$ cat src/rtl/core/pti_pkg.sv
package pti_pkg;

   localparam int COORD_W = 32;
   localparam int TIME_W = 48;
   localparam int LEVEL_W = 16;
   // Signed difference of two timestamps.
   localparam int DIFF_W = TIME_W + 1;

   // The multiplier takes a coordinate times one chunk of a 50-bit time operand.
   localparam int CHUNK_W = 25;
   localparam int OPND_W = 2 * CHUNK_W;
   localparam int PROD_W = COORD_W + CHUNK_W + 1;
   localparam int ACC_W = PROD_W + CHUNK_W;
   localparam int MAG_W = ACC_W - 1;

   localparam int MUL_STEPS = 4;
   localparam int DIV_STEPS = COORD_W;
   localparam int STEP_W = 5;

   localparam logic [COORD_W-1:0] SAT_POS = {1'b0, {(COORD_W-1){1'b1}}};
   localparam logic [COORD_W-1:0] SAT_NEG = {1'b1, {(COORD_W-1){1'b0}}};

   typedef enum logic [2:0] {
      S_IDLE,
      S_DECIDE,
      S_CHECK,
      S_CALC,
      S_EMIT
   } top_state_type;

   typedef enum logic [2:0] {
      L_IDLE,
      L_MUL,
      L_ABS,
      L_CMP,
      L_DIV,
      L_SAT,
      L_DONE
   } lane_state_type;

   typedef struct packed {
      logic                     start;
      logic signed [DIFF_W-1:0] elapsed;
      logic signed [DIFF_W-1:0] gap;
   } lane_cmd_type;

endpackage

$ cat src/rtl/core/pti_lane.sv
module pti_lane (
   input  logic                                  clock,
   input  logic                                  reset,
   input  pti_pkg::lane_cmd_type                 cmd,
   input  logic signed [pti_pkg::COORD_W-1:0]    new_coord,
   input  logic signed [pti_pkg::COORD_W-1:0]    old_coord,
   output logic                                  done,
   output logic signed [pti_pkg::COORD_W-1:0]    result
);

   pti_pkg::lane_state_type state_ff, state_in;
   logic [pti_pkg::STEP_W-1:0] step_ff, step_in;

   logic signed [pti_pkg::COORD_W-1:0] new_ff, new_in;
   logic signed [pti_pkg::COORD_W-1:0] old_ff, old_in;
   logic signed [pti_pkg::OPND_W-1:0]  elap_ff, elap_in;
   logic signed [pti_pkg::OPND_W-1:0]  rest_ff, rest_in;
   logic [pti_pkg::TIME_W-1:0]         div_ff, div_in;
   logic                               gap_neg_ff, gap_neg_in;
   logic                               num_neg_ff, num_neg_in;
   logic                               sat_ff, sat_in;
   logic signed [pti_pkg::ACC_W-1:0]   acc_ff, acc_in;
   logic [pti_pkg::MAG_W-1:0]          mag_ff, mag_in;
   logic [pti_pkg::TIME_W-1:0]         rem_ff, rem_in;
   logic [pti_pkg::COORD_W-1:0]        quo_ff, quo_in;
   logic signed [pti_pkg::COORD_W-1:0] result_ff, result_in;

   logic signed [pti_pkg::COORD_W-1:0]   mul_a;
   logic signed [pti_pkg::OPND_W-1:0]    mul_b;
   logic signed [pti_pkg::CHUNK_W:0]     mul_c;
   logic signed [pti_pkg::PROD_W-1:0]    prod;
   logic signed [pti_pkg::ACC_W-1:0]     part;
   logic [pti_pkg::DIFF_W-1:0]           gap_abs;
   logic [pti_pkg::ACC_W-1:0]            acc_abs;
   logic [pti_pkg::TIME_W:0]             rem_sh;
   logic [pti_pkg::TIME_W:0]             rem_diff;
   logic                                 fits;
   logic                                 quo_neg;
   logic [pti_pkg::COORD_W-1:0]          quo_twos;

   // The numerator new*e + old*(g-e) is built from four signed partial products:
   // the low chunk of each time operand is unsigned, the high chunk signed.
   assign mul_a = step_ff[1] ? old_ff : new_ff;
   assign mul_b = step_ff[1] ? rest_ff : elap_ff;
   assign mul_c = step_ff[0] ?
                  {mul_b[pti_pkg::OPND_W-1], mul_b[pti_pkg::OPND_W-1:pti_pkg::CHUNK_W]} :
                  {1'b0, mul_b[pti_pkg::CHUNK_W-1:0]};
   assign prod = mul_a * mul_c;
   assign part = step_ff[0] ? {prod, {pti_pkg::CHUNK_W{1'b0}}} :
                              {{pti_pkg::CHUNK_W{prod[pti_pkg::PROD_W-1]}}, prod};

   assign gap_abs = cmd.gap[pti_pkg::DIFF_W-1] ? (~cmd.gap + pti_pkg::DIFF_W'(1)) : cmd.gap;
   assign acc_abs = acc_ff[pti_pkg::ACC_W-1] ? (~acc_ff + pti_pkg::ACC_W'(1)) : acc_ff;

   assign rem_sh   = {rem_ff, quo_ff[pti_pkg::COORD_W-1]};
   assign fits     = rem_sh >= {1'b0, div_ff};
   assign rem_diff = rem_sh - {1'b0, div_ff};

   assign quo_neg  = num_neg_ff ^ gap_neg_ff;
   assign quo_twos = ~quo_ff + pti_pkg::COORD_W'(1);

   always_comb begin
      state_in = state_ff;
      case (state_ff)
         pti_pkg::L_IDLE: begin
            if (cmd.start) begin
               state_in = pti_pkg::L_MUL;
            end
         end
         pti_pkg::L_MUL: begin
            if (step_ff == pti_pkg::STEP_W'(pti_pkg::MUL_STEPS - 1)) begin
               state_in = pti_pkg::L_ABS;
            end
         end
         pti_pkg::L_ABS:  state_in = pti_pkg::L_CMP;
         pti_pkg::L_CMP:  state_in = pti_pkg::L_DIV;
         pti_pkg::L_DIV: begin
            if (step_ff == pti_pkg::STEP_W'(pti_pkg::DIV_STEPS - 1)) begin
               state_in = pti_pkg::L_SAT;
            end
         end
         pti_pkg::L_SAT:  state_in = pti_pkg::L_DONE;
         pti_pkg::L_DONE: state_in = pti_pkg::L_IDLE;
         default:         state_in = pti_pkg::L_IDLE;
      endcase
   end

   always_comb begin
      done = (state_ff == pti_pkg::L_DONE);
   end

   always_comb begin
      step_in    = step_ff;
      new_in     = new_ff;
      old_in     = old_ff;
      elap_in    = elap_ff;
      rest_in    = rest_ff;
      div_in     = div_ff;
      gap_neg_in = gap_neg_ff;
      num_neg_in = num_neg_ff;
      sat_in     = sat_ff;
      acc_in     = acc_ff;
      mag_in     = mag_ff;
      rem_in     = rem_ff;
      quo_in     = quo_ff;
      result_in  = result_ff;
      case (state_ff)
         pti_pkg::L_IDLE: begin
            if (cmd.start) begin
               step_in    = '0;
               new_in     = new_coord;
               old_in     = old_coord;
               elap_in    = {cmd.elapsed[pti_pkg::DIFF_W-1], cmd.elapsed};
               rest_in    = {cmd.gap[pti_pkg::DIFF_W-1], cmd.gap} -
                            {cmd.elapsed[pti_pkg::DIFF_W-1], cmd.elapsed};
               div_in     = gap_abs[pti_pkg::TIME_W-1:0];
               gap_neg_in = cmd.gap[pti_pkg::DIFF_W-1];
               acc_in     = '0;
            end
         end
         pti_pkg::L_MUL: begin
            acc_in  = acc_ff + part;
            step_in = step_ff + pti_pkg::STEP_W'(1);
         end
         pti_pkg::L_ABS: begin
            mag_in     = acc_abs[pti_pkg::MAG_W-1:0];
            num_neg_in = acc_ff[pti_pkg::ACC_W-1];
         end
         pti_pkg::L_CMP: begin
            // A quotient of 2^32 or more saturates, so only 32 quotient bits are developed.
            sat_in  = mag_ff[pti_pkg::MAG_W-1:pti_pkg::DIV_STEPS] >=
                      {{(pti_pkg::MAG_W-pti_pkg::DIV_STEPS-pti_pkg::TIME_W){1'b0}}, div_ff};
            rem_in  = mag_ff[pti_pkg::DIV_STEPS+pti_pkg::TIME_W-1:pti_pkg::DIV_STEPS];
            quo_in  = mag_ff[pti_pkg::DIV_STEPS-1:0];
            step_in = '0;
         end
         pti_pkg::L_DIV: begin
            rem_in  = fits ? rem_diff[pti_pkg::TIME_W-1:0] : rem_sh[pti_pkg::TIME_W-1:0];
            quo_in  = {quo_ff[pti_pkg::COORD_W-2:0], fits};
            step_in = step_ff + pti_pkg::STEP_W'(1);
         end
         pti_pkg::L_SAT: begin
            if (sat_ff) begin
               result_in = quo_neg ? pti_pkg::SAT_NEG : pti_pkg::SAT_POS;
            end else if (quo_neg) begin
               result_in = (quo_ff > pti_pkg::SAT_NEG) ? pti_pkg::SAT_NEG : quo_twos;
            end else begin
               result_in = (quo_ff > pti_pkg::SAT_POS) ? pti_pkg::SAT_POS : quo_ff;
            end
         end
         pti_pkg::L_DONE: begin
            step_in = step_ff;
         end
         default: begin
            step_in = '0;
         end
      endcase
   end

   always_ff @(posedge clock) begin
      if (reset) begin
         state_ff <= pti_pkg::L_IDLE;
         step_ff  <= '0;
      end else begin
         state_ff <= state_in;
         step_ff  <= step_in;
      end
   end

   always_ff @(posedge clock) begin
      new_ff     <= new_in;
      old_ff     <= old_in;
      elap_ff    <= elap_in;
      rest_ff    <= rest_in;
      div_ff     <= div_in;
      gap_neg_ff <= gap_neg_in;
      num_neg_ff <= num_neg_in;
      sat_ff     <= sat_in;
      acc_ff     <= acc_in;
      mag_ff     <= mag_in;
      rem_ff     <= rem_in;
      quo_ff     <= quo_in;
      result_ff  <= result_in;
   end

   assign result = result_ff;

endmodule

$ cat config.mk
export PLATFORM = sky130hd
export DESIGN_NAME = pti_lane
export DESIGN_NICKNAME = d
export VERILOG_FILES = /design/src/rtl/core/pti_pkg.sv /design/src/rtl/core/pti_lane.sv
export SDC_FILE = /design/constraint.sdc
export NUM_CORES = 2
export LEC_CHECK = 0
export ABC_AREA = 1
export BUFFER_PORTS_ARGS = -buffer_cell sky130_fd_sc_hd__buf_2
export CAP_MARGIN = 20
export CORE_MARGIN = 10
export CORE_UTILIZATION = 45
export DETAILED_ROUTE_END_ITERATION = 16
export GPL_ROUTABILITY_DRIVEN = 0
export PLACE_DENSITY = 0.71
export SYNTH_ARGS = -nofsm -noshare
export SYNTH_HDL_FRONTEND = slang
export SYNTH_SLANG_ARGS = --single-unit
$ cat constraint.sdc
create_clock -name clock -period 11.4 [get_ports clock]
set_input_delay 1.71 -clock clock [delete_from_list [all_inputs] [get_ports clock]]
set_output_delay 1.71 -clock clock [all_outputs]
set_load 0.03 [all_outputs]
After elaboration in Yosys (flattened, before gate mapping)

Index checks and enable logic that the tools add are counted.

Flip-flop bits (word level): 499
Input bits: 165
Output and inout bits: 33
Word-level logic and storage cells: 74

Add/sub/neg operators: 7
Multiply operators: 1
Order comparisons: 4
Eq/ne operators: 11
Multiplexer cells: 22
Bitwise logic cells: 5
Reduce and logical (&&, ||, !) cells: 9

Operators with widths:

| operator                                                                | number |
|---|---|
| 32-bit two-way mux                                                      | 6 |
| 83-bit one-hot mux with 2 select lines                                  | 1 |
| 82-bit two-way mux                                                      | 2 |
| 48-bit two-way mux                                                      | 2 |
| 48-bit one-hot mux with 2 select lines                                  | 1 |
| 83-bit adder                                                            | 1 |
| 83-bit two-way mux                                                      | 1 |
| 82-bit by 2-bit adder with 82-bit output (second input constant)        | 1 |
| 82-bit NOT                                                              | 1 |
| 32-bit one-hot mux with 2 select lines                                  | 1 |
| 32-bit by 26-bit multiplier with 58-bit output                          | 1 |
| 50-bit by 48-bit greater-or-equal comparator with 1-bit output          | 1 |
| 50-bit two-way mux                                                      | 1 |
| 49-bit by 49-bit subtractor with 50-bit output                          | 1 |
| 49-bit by 48-bit greater-or-equal comparator with 1-bit output          | 1 |
| 48-bit by 2-bit adder with 48-bit output (second input constant)        | 1 |
| 48-bit NOT                                                              | 1 |
| 48-bit subtractor                                                       | 1 |
| 32-bit by 1-bit adder with 32-bit output (second input constant)        | 1 |
| 32-bit by 31-bit > comparator with 1-bit output (second input constant) | 1 |
| 32-bit > comparator (second input constant)                             | 1 |
| 32-bit NOT                                                              | 1 |
| 26-bit two-way mux                                                      | 1 |
| 3-bit one-hot mux with 6 select lines                                   | 1 |
| other kinds (18)                                                        | 28 |

Depth between registers and ports, before layout

Depth after elaboration: 6
Depth in mapped cells: 55
Gate-level depth less buffers: 51

Least setup slack after synthesis

No wires, ideal clock.

Path kind: in2reg
Start point: in cmd[98] in the netlist's numbering
End point: reg div_ff[0] in the netlist's numbering (enable)
Library setup time: 787 ps
Arrival: 10504 ps
Data required time: 10613 ps
Path slack: 109 ps
Stages: 2
Buffers on the path: 0
Cell sequence: inv_1 > nor2_1

Longest elaborated chain between the ends: 1

Ends and longest elaborated chain:

| item                                 | RTL line        | text |
|---|---|---|
| from (decl)                          | pti_lane.sv:4   | `input pti_pkg::lane_cmd_type cmd,` |
| 2-bit AND reduction (no source line) | n/a             |  |
| to (signal assigned)                 | pti_lane.sv:175 | `div_ff <= div_in;` |
| to (decl)                            | pti_lane.sv:18  | `logic [pti_pkg::TIME_W-1:0] div_ff, div_in;` |

Every way passes these cells.
A chain may end at the register's enable or synchronous reset.

Worst setup path in the final report

Start point: reg step_ff[1] in the netlist's numbering
End point: reg acc_ff[74] in the netlist's numbering (data pin)

Longest elaborated chain between the ends: 6
Elaborated cells between the ends (all ways): 7
Those cells by class: add/sub: 1; mul: 1; mux: 5

Ends and longest elaborated chain:

| item                                             | RTL line        | text |
|---|---|---|
| from (decl)                                      | pti_lane.sv:12  | `logic [pti_pkg::STEP_W-1:0] step_ff, step_in;` |
| from (signal assigned)                           | pti_lane.sv:166 | `step_ff <= step_in;` |
| 50-bit two-way mux                               | pti_lane.sv:44  | `assign mul_b = step_ff[1] ? rest_ff : elap_ff;` |
| 26-bit two-way mux                               | pti_lane.sv:45  | `assign mul_c = step_ff[0] ?` |
| 32-bit by 26-bit multiplier with 58-bit output * | pti_lane.sv:48  | `assign prod = mul_a * mul_c;` |
| 82-bit two-way mux *                             | pti_lane.sv:49  | `assign part = step_ff[0] ? {prod, {pti_pkg::CHUNK_W{1'b0}}} :` |
| 83-bit adder *                                   | pti_lane.sv:122 | `acc_in = acc_ff + part;` |
| 83-bit one-hot mux with 2 select lines *         | pti_lane.sv:107 | `case (state_ff)` |
| to (signal assigned)                             | pti_lane.sv:179 | `acc_ff <= acc_in;` |
| to (decl)                                        | pti_lane.sv:22  | `logic signed [pti_pkg::ACC_W-1:0] acc_ff, acc_in;` |

Mark *: on every way between the ends. The rest lies on a longest branch, timed or not.

==> metrics.md <==
| Metric | Value |
|---|---|
| Clk buf depth | `3` |
| Synthesized area per cell | `7.69 sq um` |
| Area leader, netlist | `fa_1` |
| Io pins | `198` |
| Final setup vio count | `0` |
| Worst Setup End Kind | `flip-flop` |
| WL final | `254,000 um` |
| FF+latch count, synth | `499` |
| Slew HR | `24.2%` |
| Sequential cell area fraction in the yosys report | `21.6%` |
| Synth Net Count | `10,400` |
| CTS tree | `done` |
| Largest net degree at the start of global routing | `111` |
| Worst hold-check path type | `flip-flop to flip-flop` |
| Total number of vias | `64,900` |
| Sink Count | `499` |
| Critical Path Start Type | `flip-flop` |
| CP arrival | `11.66 ns` |
| Max FO, Critical Path | `26` |
| Core Region | `152,000 sq um` |
| Final Hold Fails | `0` |
| Top Usage Layer GRT | `met2` |
| Flop-to-flop setup slack | `0.22 ns` |
| DRC Markers | `0` |
| Clock transition at path regs | `0.07 ns` |
| Layout Utilization | `49.3%` |
| Num rows | `143` |
| GR Util met1 | `36.4%` |
| Post-Syn Instances | `8,955` |
| Reg2reg path depth | `43` |
| Worst path required time | `11.88 ns` |
| Yosys warnings | `0` |
| Minimum clock period | `11.18 ns` |
| Clk_lat worst skew | `0.71 ns` |
| Skew final | `0.118 ns` |
| CP startpoint | `step_ff[1]$_SDFFE_PP0P_` |
| Primary FF master, synth | `edfxtp_1` |
| Synthesized area | `68,900 sq um` |
| Die Span Y | `411 um` |
| Max Slew Vio Count | `0` |
| Total CTS buffers | `55` |
| Overflow after GRT | `0` |
| Max Cap Violations | `0` |
| Slowest stage cell on the critical path | `fa_1` |
| Share of async-settable or async-resettable flops after synthesis | `0%` |
| Area Overhead vs Synth | `8.92%` |
| Status | `finished clean` |
| Number of global-route vias before repair | `63,900` |
| Final net count | `10,600` |
| Reg2Reg Launch Point | `step_ff[1]$_SDFFE_PP0P_` |
| Routing usage on met3 | `8.60%` |
| Post-synth EDFFs | `491` |
| Library cells used by synthesis | `64` |
| Worst setup path end | `acc_ff[74]$_SDFFCE_PN0P_` |
| Clock Tree Root | `clkbuf_16` |
| Wire per inst | `22.6 um` |
| Worst r2r dst | `acc_ff[74]$_SDFFCE_PN0P_` |
| H-tree levels | `2` |
| RSZ-0062 raised after global routing | `yes` |
| Routed Antenna Nets | `0` |
| Yosys top cell area share | `24.9%` |
| Starting Density | `45.3%` |
| Layout cell share with drive strength beyond 1 | `6.77%` |
| Critical setup path kind | `flip-flop to flip-flop` |
| Met2 usage | `44.6%` |
| Worst-Margin Slew | `1.13 ns` |
| IO Port Bufs | `197` |
| Crit path largest cell delay | `0.58 ns` |
| Vias per cell | `5.77` |
| Die Wd | `411 um` |
| GRT Resource Usage Total | `29.3%` |
| Initial DRC count | `9,186` |
| Initial antenna violation count | `8` |
| Fin crit share | `98.1%` |
| Largest cells by area after synthesis | `fa_1 (25%), edfxtp_1 (21%), nand2_1 (10%)` |
| Fmax | `89.4 MHz` |
| First-pass GRT wire length | `381,000 um` |
| First-pass DRT Iterations | `14` |
| Die area | `169,000 sq um` |
| Cell mode on critical path | `inv_1` |
| DP HPWL | `208,000 um` |
[flip-flops by register name (all words and copies together), names as in the netlist]
name / cells
state_ff: 3
rem_ff: 48
result: 32
step_ff: 5
mag_ff: 82
sat_ff: 1
new_ff: 32
acc_ff: 83
rest_ff: 50
old_ff: 32
gap_neg_ff: 1
num_neg_ff: 1
elap_ff: 49
quo_ff: 32
div_ff: 48
[cell usage after synthesis, drive strengths merged, types with 3 or more instances]
master      n
nor3      119
nor2     1221
buf       100
nand4     156
or2        40
a21o       30
o221ai     10
edfxtp    491
inv      1797
nand3b     14
o21a       42
clkbuf    126
and3        4
nor3b       3
nand3     312
and2        6
o21ai     424
xnor2      79
nand2    1899
o21bai     48
o22ai      24
nor4       45
ha        390
a22oi      16
a21oi     435
clkinv     11
o2111ai     3
xor2      174
a31oi      26
a21boi     16
fa        857
o31ai       8
a211oi      3
o211ai      6
dfxtp       8
[through the flow]
stage	setup slack, ns	instance area, sq um	cells	hold slack (ns)	TNS [ns]
floorplan	0.109	68900	8955	0.424	0
global placement	0.355	72800	11100	0.472	0
detailed placement	0.343	72800	11100	0.488	0
CTS	0.420	74700	11200	0.497	0
global route	-0.0508	75000	11200	0.514	-0.0928
finish	0.220	75000	11200	0.494	0
[critical path, delay by kind of cell (launching register included)]
kind / cells / cell delay [ns]
adders and majority gates: 9 / 4.09
buffers and inverters: 12 / 1.88
and+or+nand+nor: 18 / 2.86
DFF: 1 / 0.53
xor gates and xnor gates: 1 / 0.53
AOI/OAI and AO/OA: 3 / 1.16
[cells by family after synthesis]
| family | count (synthesis) | synth area share [%] |
|---|---|---|
| compound gates | 1101 | 8.97 |
| fa+ha+maj | 1247 | 32.0 |
| buf+inv | 2034 | 11.3 |
| simple gates | 3821 | 22.9 |
| flops | 499 | 21.6 |
| xor+xnor | 253 | 3.22 |
[final cells by class]
| class | count | area [sq um] |
|---|---|---|
| well taps | 2030 | 2540 |
| clock inverters | 39 | 473 |
| fillers | 14500 | 77100 |
| clock buffers | 63 | 1420 |
| inverters | 1808 | 6810 |
| flip-flops and latches | 499 | 14900 |
| diodes | 4 | 10.0 |
| repair buffers | 380 | 2530 |
| multi-input cells | 6422 | 46300 |
[worst min-delay path by stage]
stage | slack [ns] | cells past startpoint | endpoint | startpoint
floorplan | 0.42 | 0 | num_neg_ff$_DFFE_PP_ | acc_ff[82]$_SDFFCE_PN0P_
global route | 0.51 | 2 | step_ff[4]$_SDFFE_PP0P_ | step_ff[4]$_SDFFE_PP0P_
finish | 0.49 | 2 | step_ff[4]$_SDFFE_PP0P_ | step_ff[4]$_SDFFE_PP0P_
CTS | 0.50 | 2 | step_ff[4]$_SDFFE_PP0P_ | step_ff[4]$_SDFFE_PP0P_
detailed placement | 0.49 | 2 | step_ff[4]$_SDFFE_PP0P_ | step_ff[4]$_SDFFE_PP0P_
global placement | 0.47 | 2 | step_ff[4]$_SDFFE_PP0P_ | step_ff[4]$_SDFFE_PP0P_
[what timing repair did]
| action | 4_1_cts | 5_1_grt |
|---|---|---|
| hold buffers | 0 | 0 |
| endpoints found under the setup margin | 0 | 36 |
| setup buffers | 0 | 13 |
| resized for setup | 0 | 21 |
[routing by layer]
metal  share of wire [%]  routed length [um]  vias to the layer above
met4                 8.3               21100                        6
met3                  13               33500                     1124
met5               0.012                  31                        -
met2                  43              109000                     4574
met1                  36               90600                    30800
li1                    -                   -                    28400
[layout by cell type (no fill, tap or decap), types with 8 or more instances in the layout]
cell,count
nand2_1,1887
inv_1,1773
nor2_1,1200
fa_1,857
edfxtp_1,491
a21oi_1,430
ha_1,390
o21ai_0,362
nand3_1,308
buf_2,197
xor2_1,173
buf_4,166
nand4_1,155
nor3_1,110
xnor2_1,79
clkbuf_16,55
o21bai_1,47
o21a_1,42
nor4_1,42
o21ai_1,41
or2_2,39
a21o_1,30
a31oi_1,26
o22ai_1,24
inv_2,19
o21ai_2,19
nor2_2,16
a22oi_1,16
clkinv_1,16
a21boi_0,16
nand3b_1,14
buf_12,13
clkinv_2,12
nand2_2,10
clkinvlp_4,10
nor3_2,8
o31ai_1,8
Power is not shown: default switching activity piles up to over one toggle a cycle in this logic, so the estimate is an artifact.
